## src/rtl/assert_macros.svh

```systemverilog
// ----------------------------------------------------------------------------
// Assertion macros shared by the compositor RTL
// Clocked implication checks, disabled while reset is asserted.
// ----------------------------------------------------------------------------
`ifndef ASSERT_MACROS_SVH
`define ASSERT_MACROS_SVH

// Same-cycle implication
`define ASSERT_IMPLY(lbl, clk, rst_n, ante, cons) \
	lbl: assert property (@(posedge clk) disable iff (!rst_n) (ante) |-> (cons)) \
		else $error("implication check failed");

// Next-cycle implication
`define ASSERT_NEXT(lbl, clk, rst_n, ante, cons) \
	lbl: assert property (@(posedge clk) disable iff (!rst_n) (ante) |=> (cons)) \
		else $error("next-cycle check failed");

`endif

```

## src/rtl/tgoc_pkg.sv

```systemverilog
// ----------------------------------------------------------------------------
// tgoc_pkg
// Types, constants and helpers of the tinted glyph over compositor.
// ----------------------------------------------------------------------------
`timescale 1ns / 1ps
`default_nettype none
package tgoc_pkg;

	// RGBA8888 pixel, R 31:24, G 23:16, B 15:8, A 7:0
	typedef logic [31:0] pix_t;

	localparam logic [7:0] ALPHA_OPAQUE = 8'hFF;
	localparam logic [7:0] ALPHA_CLEAR  = 8'h00;

	// Mode codes
	localparam logic [1:0] MODE_FILL  = 2'd0;
	localparam logic [1:0] MODE_GLYPH = 2'd1;
	localparam logic [1:0] MODE_BOTH  = 2'd2;
	localparam logic [1:0] MODE_PLAIN = 2'd3;

	// Control of one over unit
	typedef struct packed {
		logic valid;
		logic skip;  // stage not used by this mode
		logic ovr;   // copy source unconditionally
	} ovr_ctl_t;

	// Exact floor(x / 255) for x up to 65025
	function automatic logic [7:0] div255(input logic [15:0] x);
		logic [16:0] t;
		t = {1'b0, x} + 17'd1 + {9'b0, x[15:8]};
		return t[15:8];
	endfunction

endpackage
`default_nettype wire

```

## src/rtl/tgoc_over.sv

```systemverilog
// ----------------------------------------------------------------------------
// tgoc_over
// Pipelined straight-alpha over unit: products, numerators, then a
// restoring divider that retires two quotient bits per stage. Six stages.
// ----------------------------------------------------------------------------
`timescale 1ns / 1ps
`default_nettype none
`include "assert_macros.svh"
module tgoc_over #(
	parameter int CW = 1
) (
	input  wire logic                 clk,
	input  wire logic                 arst_n,
	input  wire logic                 en,
	input  wire tgoc_pkg::ovr_ctl_t   ctl,
	input  wire tgoc_pkg::pix_t       s,
	input  wire tgoc_pkg::pix_t       d,
	input  wire logic [CW-1:0]        cin,
	output logic                      vld,
	output tgoc_pkg::pix_t            d_out,
	output logic                      wrote,
	output logic [CW-1:0]             cout
);

	localparam int NDIV = 4;

	typedef struct packed {
		logic           act;
		logic           full;
		tgoc_pkg::pix_t s;
		tgoc_pkg::pix_t d;
		logic [15:0]    outa;
		logic [7:0]     alpha;
	} ovr_pl_t;

	// Two restoring steps, quotient bits bh and bh-1
	function automatic logic [32:0] div_step2(input logic [24:0] r_in,
			input logic [7:0] q_in, input logic [15:0] dv, input logic [2:0] bh);
		logic [24:0] r;
		logic [24:0] sh;
		logic [7:0]  q;
		r = r_in;
		q = q_in;
		sh = 25'(dv) << bh;
		if (r >= sh) begin
			r = r - sh;
			q[bh] = 1'b1;
		end
		sh = 25'(dv) << (bh - 3'd1);
		if (r >= sh) begin
			r = r - sh;
			q[bh - 3'd1] = 1'b1;
		end
		return {r, q};
	endfunction

	logic [7:0]  as_w, ad_w, nas_w;
	logic [15:0] csas_w [0:2];
	logic [15:0] cdad_w [0:2];
	logic [15:0] as255_w, adnas_w;

	logic                 v_s1, act_s1, full_s1;
	tgoc_pkg::pix_t       s_s1, d_s1;
	logic [CW-1:0]        cin_s1;
	logic [15:0]          csas_s1 [0:2];
	logic [15:0]          cdad_s1 [0:2];
	logic [15:0]          as255_s1, adnas_s1;
	logic [7:0]           nas_s1;

	logic [24:0]  num_w [0:2];
	logic [15:0]  outa_w;
	ovr_pl_t      pl_w;

	// Per-stage arrays, index 0 is the numerator stage
	logic          v_s   [0:NDIV];
	ovr_pl_t       pl_s  [0:NDIV];
	logic [CW-1:0] cin_s [0:NDIV];
	logic [24:0]   rem_s [0:NDIV][0:2];
	logic [7:0]    q_s   [0:NDIV][0:2];
	logic [24:0]   rem_n [0:NDIV-1][0:2];
	logic [7:0]    q_n   [0:NDIV-1][0:2];

	// Stage 1: byte products
	always_comb begin
		as_w    = s[7:0];
		ad_w    = d[7:0];
		nas_w   = tgoc_pkg::ALPHA_OPAQUE - as_w;
		as255_w = 16'(as_w) * 16'd255;
		adnas_w = 16'(ad_w) * 16'(nas_w);
		for (int c = 0; c < 3; c++) begin
			csas_w[c] = 16'(s[31-8*c -: 8]) * 16'(as_w);
			cdad_w[c] = 16'(d[31-8*c -: 8]) * 16'(ad_w);
		end
	end

	always_ff @(posedge clk or negedge arst_n) begin
		if (!arst_n) begin
			v_s1 <= 1'b0;
		end else if (en) begin
			v_s1 <= ctl.valid;
		end
	end

	always_ff @(posedge clk) begin
		if (en) begin
			act_s1   <= !ctl.skip && (ctl.ovr || as_w != tgoc_pkg::ALPHA_CLEAR);
			full_s1  <= ctl.ovr || as_w == tgoc_pkg::ALPHA_OPAQUE;
			s_s1     <= s;
			d_s1     <= d;
			cin_s1   <= cin;
			as255_s1 <= as255_w;
			adnas_s1 <= adnas_w;
			nas_s1   <= nas_w;
			csas_s1  <= csas_w;
			cdad_s1  <= cdad_w;
		end
	end

	// Stage 2: numerators, output alpha and its byte
	always_comb begin
		outa_w = as255_s1 + adnas_s1;
		for (int c = 0; c < 3; c++) begin
			num_w[c] = 25'({csas_s1[c], 8'h00}) - 25'(csas_s1[c])
				+ 25'(24'(cdad_s1[c]) * 24'(nas_s1));
		end
		pl_w.act   = act_s1;
		pl_w.full  = full_s1;
		pl_w.s     = s_s1;
		pl_w.d     = d_s1;
		pl_w.outa  = outa_w;
		pl_w.alpha = tgoc_pkg::div255(outa_w);
	end

	always_ff @(posedge clk or negedge arst_n) begin
		if (!arst_n) begin
			v_s[0] <= 1'b0;
		end else if (en) begin
			v_s[0] <= v_s1;
		end
	end

	always_ff @(posedge clk) begin
		if (en) begin
			pl_s[0]  <= pl_w;
			cin_s[0] <= cin_s1;
			for (int c = 0; c < 3; c++) begin
				rem_s[0][c] <= num_w[c];
				q_s[0][c]   <= 8'h00;
			end
		end
	end

	// Divider stages: two quotient bits each, high bits first
	for (genvar k = 0; k < NDIV; k++) begin : g_div
		always_comb begin
			for (int c = 0; c < 3; c++) begin
				{rem_n[k][c], q_n[k][c]} = div_step2(rem_s[k][c], q_s[k][c],
					pl_s[k].outa, 3'(7 - 2*k));
			end
		end

		always_ff @(posedge clk or negedge arst_n) begin
			if (!arst_n) begin
				v_s[k+1] <= 1'b0;
			end else if (en) begin
				v_s[k+1] <= v_s[k];
			end
		end

		always_ff @(posedge clk) begin
			if (en) begin
				pl_s[k+1]  <= pl_s[k];
				cin_s[k+1] <= cin_s[k];
				rem_s[k+1] <= rem_n[k];
				q_s[k+1]   <= q_n[k];
			end
		end
	end

	// Select kept, copied or blended pixel
	always_comb begin
		if (!pl_s[NDIV].act) begin
			d_out = pl_s[NDIV].d;
		end else if (pl_s[NDIV].full) begin
			d_out = pl_s[NDIV].s;
		end else begin
			d_out = {q_s[NDIV][0], q_s[NDIV][1], q_s[NDIV][2], pl_s[NDIV].alpha};
		end
	end

	assign vld   = v_s[NDIV];
	assign wrote = pl_s[NDIV].act;
	assign cout  = cin_s[NDIV];

	`ASSERT_NEXT(a_valid_moves, clk, arst_n, en && v_s1, v_s[0])
	`ASSERT_IMPLY(a_rem_below_div, clk, arst_n, v_s[NDIV] && pl_s[NDIV].act && !pl_s[NDIV].full, rem_s[NDIV][0] < 25'(pl_s[NDIV].outa) && rem_s[NDIV][1] < 25'(pl_s[NDIV].outa) && rem_s[NDIV][2] < 25'(pl_s[NDIV].outa))
	`ASSERT_IMPLY(a_blend_alpha_nz, clk, arst_n, v_s[NDIV] && pl_s[NDIV].act && !pl_s[NDIV].full, pl_s[NDIV].alpha != tgoc_pkg::ALPHA_CLEAR)

endmodule
`default_nettype wire
```

## config.mk

```make
export PLATFORM = sky130hd
export DESIGN_NAME = tgoc_over
export DESIGN_NICKNAME = d
export VERILOG_FILES = /design/src/rtl/tgoc_pkg.sv /design/src/rtl/tgoc_over.sv
export VERILOG_INCLUDE_DIRS = /design/src /design/src/rtl
export SDC_FILE = /design/constraint.sdc
export NUM_CORES = 2
export LEC_CHECK = 0
export BUFFER_PORTS_ARGS = -buffer_cell sky130_fd_sc_hd__buf_2
export CAP_MARGIN = 20
export CORE_MARGIN = 8
export CORE_UTILIZATION = 35
export DETAILED_ROUTE_END_ITERATION = 8
export PLACE_DENSITY = 0.56
export SYNTH_ARGS = -nofsm -noshare
export SYNTH_HDL_FRONTEND = slang
export SYNTH_SLANG_ARGS = --single-unit
```

## constraint.sdc

```tcl
create_clock -name clk -period 6.7 [get_ports clk]
set_input_delay 1.34 -clock clk [delete_from_list [all_inputs] [get_ports clk]]
set_output_delay 1.34 -clock clk [all_outputs]
set_load 0.01 [all_outputs]
```

==> impl_metrics.env <==
export IMPL_grt_start_max_net_pins=145
export IMPL_rows=181
export IMPL_worstReg2RegStart="nas_s1[3]"
export IMPL_synth_edff_count=1001
export IMPL_cts_sinks=1007
export IMPL_async_flop_share=0.00596
export IMPL_relSlewSlack=0.302
export IMPL_drtPass1Iterations=6
export IMPL_drv_cap=0
export IMPL_rsz0062_at_grt="no"
export IMPL_tns_ns=0
export IMPL_synth_seq_cells=1007
export IMPL_vias=61000
export IMPL_yosysMostFrequentCell="inv_1"
export IMPL_drtAntennaViolNets=0
export IMPL_worst_slew_pin_slew_ns=1.03
export IMPL_routed_top_layer="met5"
export IMPL_antenna_found_initial=31
export IMPL_final_hold_violation_count=0
export IMPL_outcome="completed"
export IMPL_seq_area_um2=30200
export IMPL_area_delta_synth_final_pct=11.1
export IMPL_synthesis_area_um2=85300
export IMPL_worstHoldPathType="in -> async"
export IMPL_postCtsHoldBufs=0
export IMPL_synthFlopType="edfxtp_1"
export IMPL_clkLatencyLatePin_ns=0.78
export IMPL_wl_met1_mm=113
export IMPL_worst_r2r_cell_count=21
export IMPL_crit_top_cell="fa_1"
export IMPL_yosysWarnings=0
export IMPL_core_um2=243000
export IMPL_max_freq_mhz=157
export IMPL_synthTopCellsByArea="edfxtp_1 (35%), fa_1 (15%), ha_1 (13%)"
export IMPL_cts_tree="yes"
export IMPL_grt_overflow=0
export IMPL_worstPathMaxFanout=22
export IMPL_track_usage=0.188
export IMPL_reg2reg_slack_ns=0.34
export IMPL_vias_per_cell=5.22
export IMPL_syn_instance_count=8130
export IMPL_worstPathArrival_ns=6.83
export IMPL_period_minus_slack_ns=6.36
export IMPL_wirelength_mm=250
export IMPL_design_die_area_um2=260000
export IMPL_path_clk_slew_ns=0.07
export IMPL_crit_buf_inv=4
export IMPL_wl_per_cell_um=21.4
export IMPL_die_w_um=510
export IMPL_multi_input_area_um2=50400
export IMPL_htree_levels=3
export IMPL_cp_depth=21
export IMPL_cts_buffers=111
export IMPL_synth_cell_types=97
export IMPL_cp_start_kind="flip-flop"
export IMPL_wl_met2_mm=114
export IMPL_skew_ns=0.0691
export IMPL_setup_violations_final=0
export IMPL_pin_count=106
export IMPL_wl_met3_mm=13.0
export IMPL_drv_slew=0
export IMPL_cts_path_max_buffers=3
export IMPL_drc_errors=0
export IMPL_required_ns=7.16
export IMPL_synth_fp_nets=9726
export IMPL_num_fill_cells=23700
export IMPL_dp_hpwl_mm=202
export IMPL_crit_chain="buf_4, buf_4, and2_1, fa_1, fa_1, fa_1, fa_1, inv_1, fa_1, inv_1, ha_1, a211o_1, or2_2, a21oi_1, a311oi_1, o21a_1, o21ai_0, a21oi_1, a31o_2, a21oi_1, xnor2_1"
export IMPL_startpoint="nas_s1[3]"
export IMPL_drtIter0Drc=4938
export IMPL_grt_pass1_vias=60500
export IMPL_gp_congestion=0.903
export IMPL_grt_pass1_wl_mm=375
export IMPL_die_h_um=510
export IMPL_nNetsFinal=9983
export IMPL_start_util=0.351
export IMPL_syn_avg_cell_area_um2=10.5
export IMPL_port_buffers=105
export IMPL_crit_path_end_kind="flip-flop"
export IMPL_layout_drive_gt1_share=0.0855
export IMPL_fin_crit_sh=0.950
export IMPL_reg2reg_to="rem_s[0][74]"
export IMPL_synth_seq_area_share=0.354
export IMPL_max_stage_delay_ns=0.60
export IMPL_path_class="reg -> reg"
export IMPL_crit_family="adder cells"
export IMPL_synth_common_cells="inv_1 (1074), edfxtp_1 (1001), ha_1 (879), nand2_1 (759), fa_1 (646)"
export IMPL_cts_root_buf="clkbuf_16"
export IMPL_critPathSlowestCell="fa_1"
export IMPL_synth_top_area_cell="edfxtp_1"
export IMPL_synth_top_area_frac=0.352
export IMPL_timing_critical_path_to="rem_s[0][74]"
==> what timing repair did <==
| action | 4_1_cts | 5_1_grt |
|---|---|---|
| endpoints found under the setup margin | 0 | 32 |
| gates resized for setup | 0 | 5 |
| setup buffers | 0 | 5 |
==> kinds of logic after synthesis <==
| logic type | count (synthesis) | share of synthesized area |
|---|---|---|
| flops | 1007 | 0.354 |
| fa+ha+maj | 1525 | 0.281 |
| simple gates | 2274 | 0.131 |
| xor+xnor | 444 | 0.0456 |
| buf+inv | 1249 | 0.0556 |
| compound gates | 1408 | 0.104 |
| mux | 223 | 0.0289 |
==> cell usage in the layout, fill, tap and decap left out, types with 149 or more instances in the layout <==
cell type / instances
inv_1: 1074
and2_1: 416
nand2_1: 759
a21oi_1: 447
xnor2_1: 332
fa_1: 646
o21ai_0: 340
edfxtp_1: 1001
mux2_2: 149
ha_1: 879
nor2_1: 433
buf_4: 196
==> layer usage <==
metal | GRT usage | vias up
met4 | 0.0682 | 14
li1 | - | 28600
met1 | 0.261 | 30300
met5 | 0 | -
met3 | 0.0215 | 389
met2 | 0.303 | 1638
==> per-stage QoR <==
stage | util | cells | hold slack (ns) | area [um^2] | worst slack (ns)
CTS | 0.390 | 11700 | 0.300 | 94700 | 0.221
detailed placement | 0.374 | 11500 | 0.405 | 90800 | 0.242
floorplan | - | 8130 | 0.400 | 85300 | 0.407
global route | 0.390 | 11700 | 0.335 | 94800 | 0.00814
finish | 0.390 | 11700 | 0.375 | 94800 | 0.336
global placement | 0.374 | 11500 | 0.400 | 90800 | 0.238
==> state kept, by name, indices dropped and copies added, names as in the netlist <==
register / cells
act_s1: 1
adnas_s1: 16
as255_s1: 15
cdad_s1: 48
cin_s: 5
cin_s1: 1
csas_s1: 48
d_s1: 32
full_s1: 1
nas_s1: 8
pl_s: 434
q_s: 60
rem_s: 300
s_s1: 32
v_s: 4
v_s1: 1
vld: 1
==> how the worst min path moves through the flow <==
stage	start	endpoint	slack, ns	depth (start not counted)
after floorplan	cin_s1	cin_s[0][0]	0.40	0
after global placement	pl_s[0][29]	pl_s[0][119]	0.40	0
after detailed placement	pl_s[0][40]	pl_s[0][130]	0.40	0
after CTS	arst_n	v_s[2]	0.30	1
after global routing	arst_n	vld	0.33	1
final	arst_n	vld	0.38	1
==> area by class of cell <==
type                    count  share of cell area
multi-input cells        5874               0.531
clock inverters            87              0.0115
flip-flops and latches   1007               0.319
inverters                1079              0.0427
well taps                3202              0.0423
repair buffers            314              0.0237
clock buffers             119              0.0296
diodes                      5            0.000132
==> worst register-to-register path: stages, from the launching register on <==
cell	delay (ns)
edfxtp_1	0.50
buf_4	0.21
buf_4	0.21
and2_1	0.20
fa_1	0.52
fa_1	0.60
fa_1	0.45
fa_1	0.49
inv_1	0.05
fa_1	0.48
inv_1	0.05
ha_1	0.33
a211o_1	0.30
or2_2	0.27
a21oi_1	0.23
a311oi_1	0.11
o21a_1	0.23
o21ai_0	0.24
a21oi_1	0.14
a31o_2	0.26
a21oi_1	0.16
xnor2_1	0.08
Power is left out: the tool's default activity adds up to more than one toggle a clock period on the data nets, which glitch-free logic cannot reach.
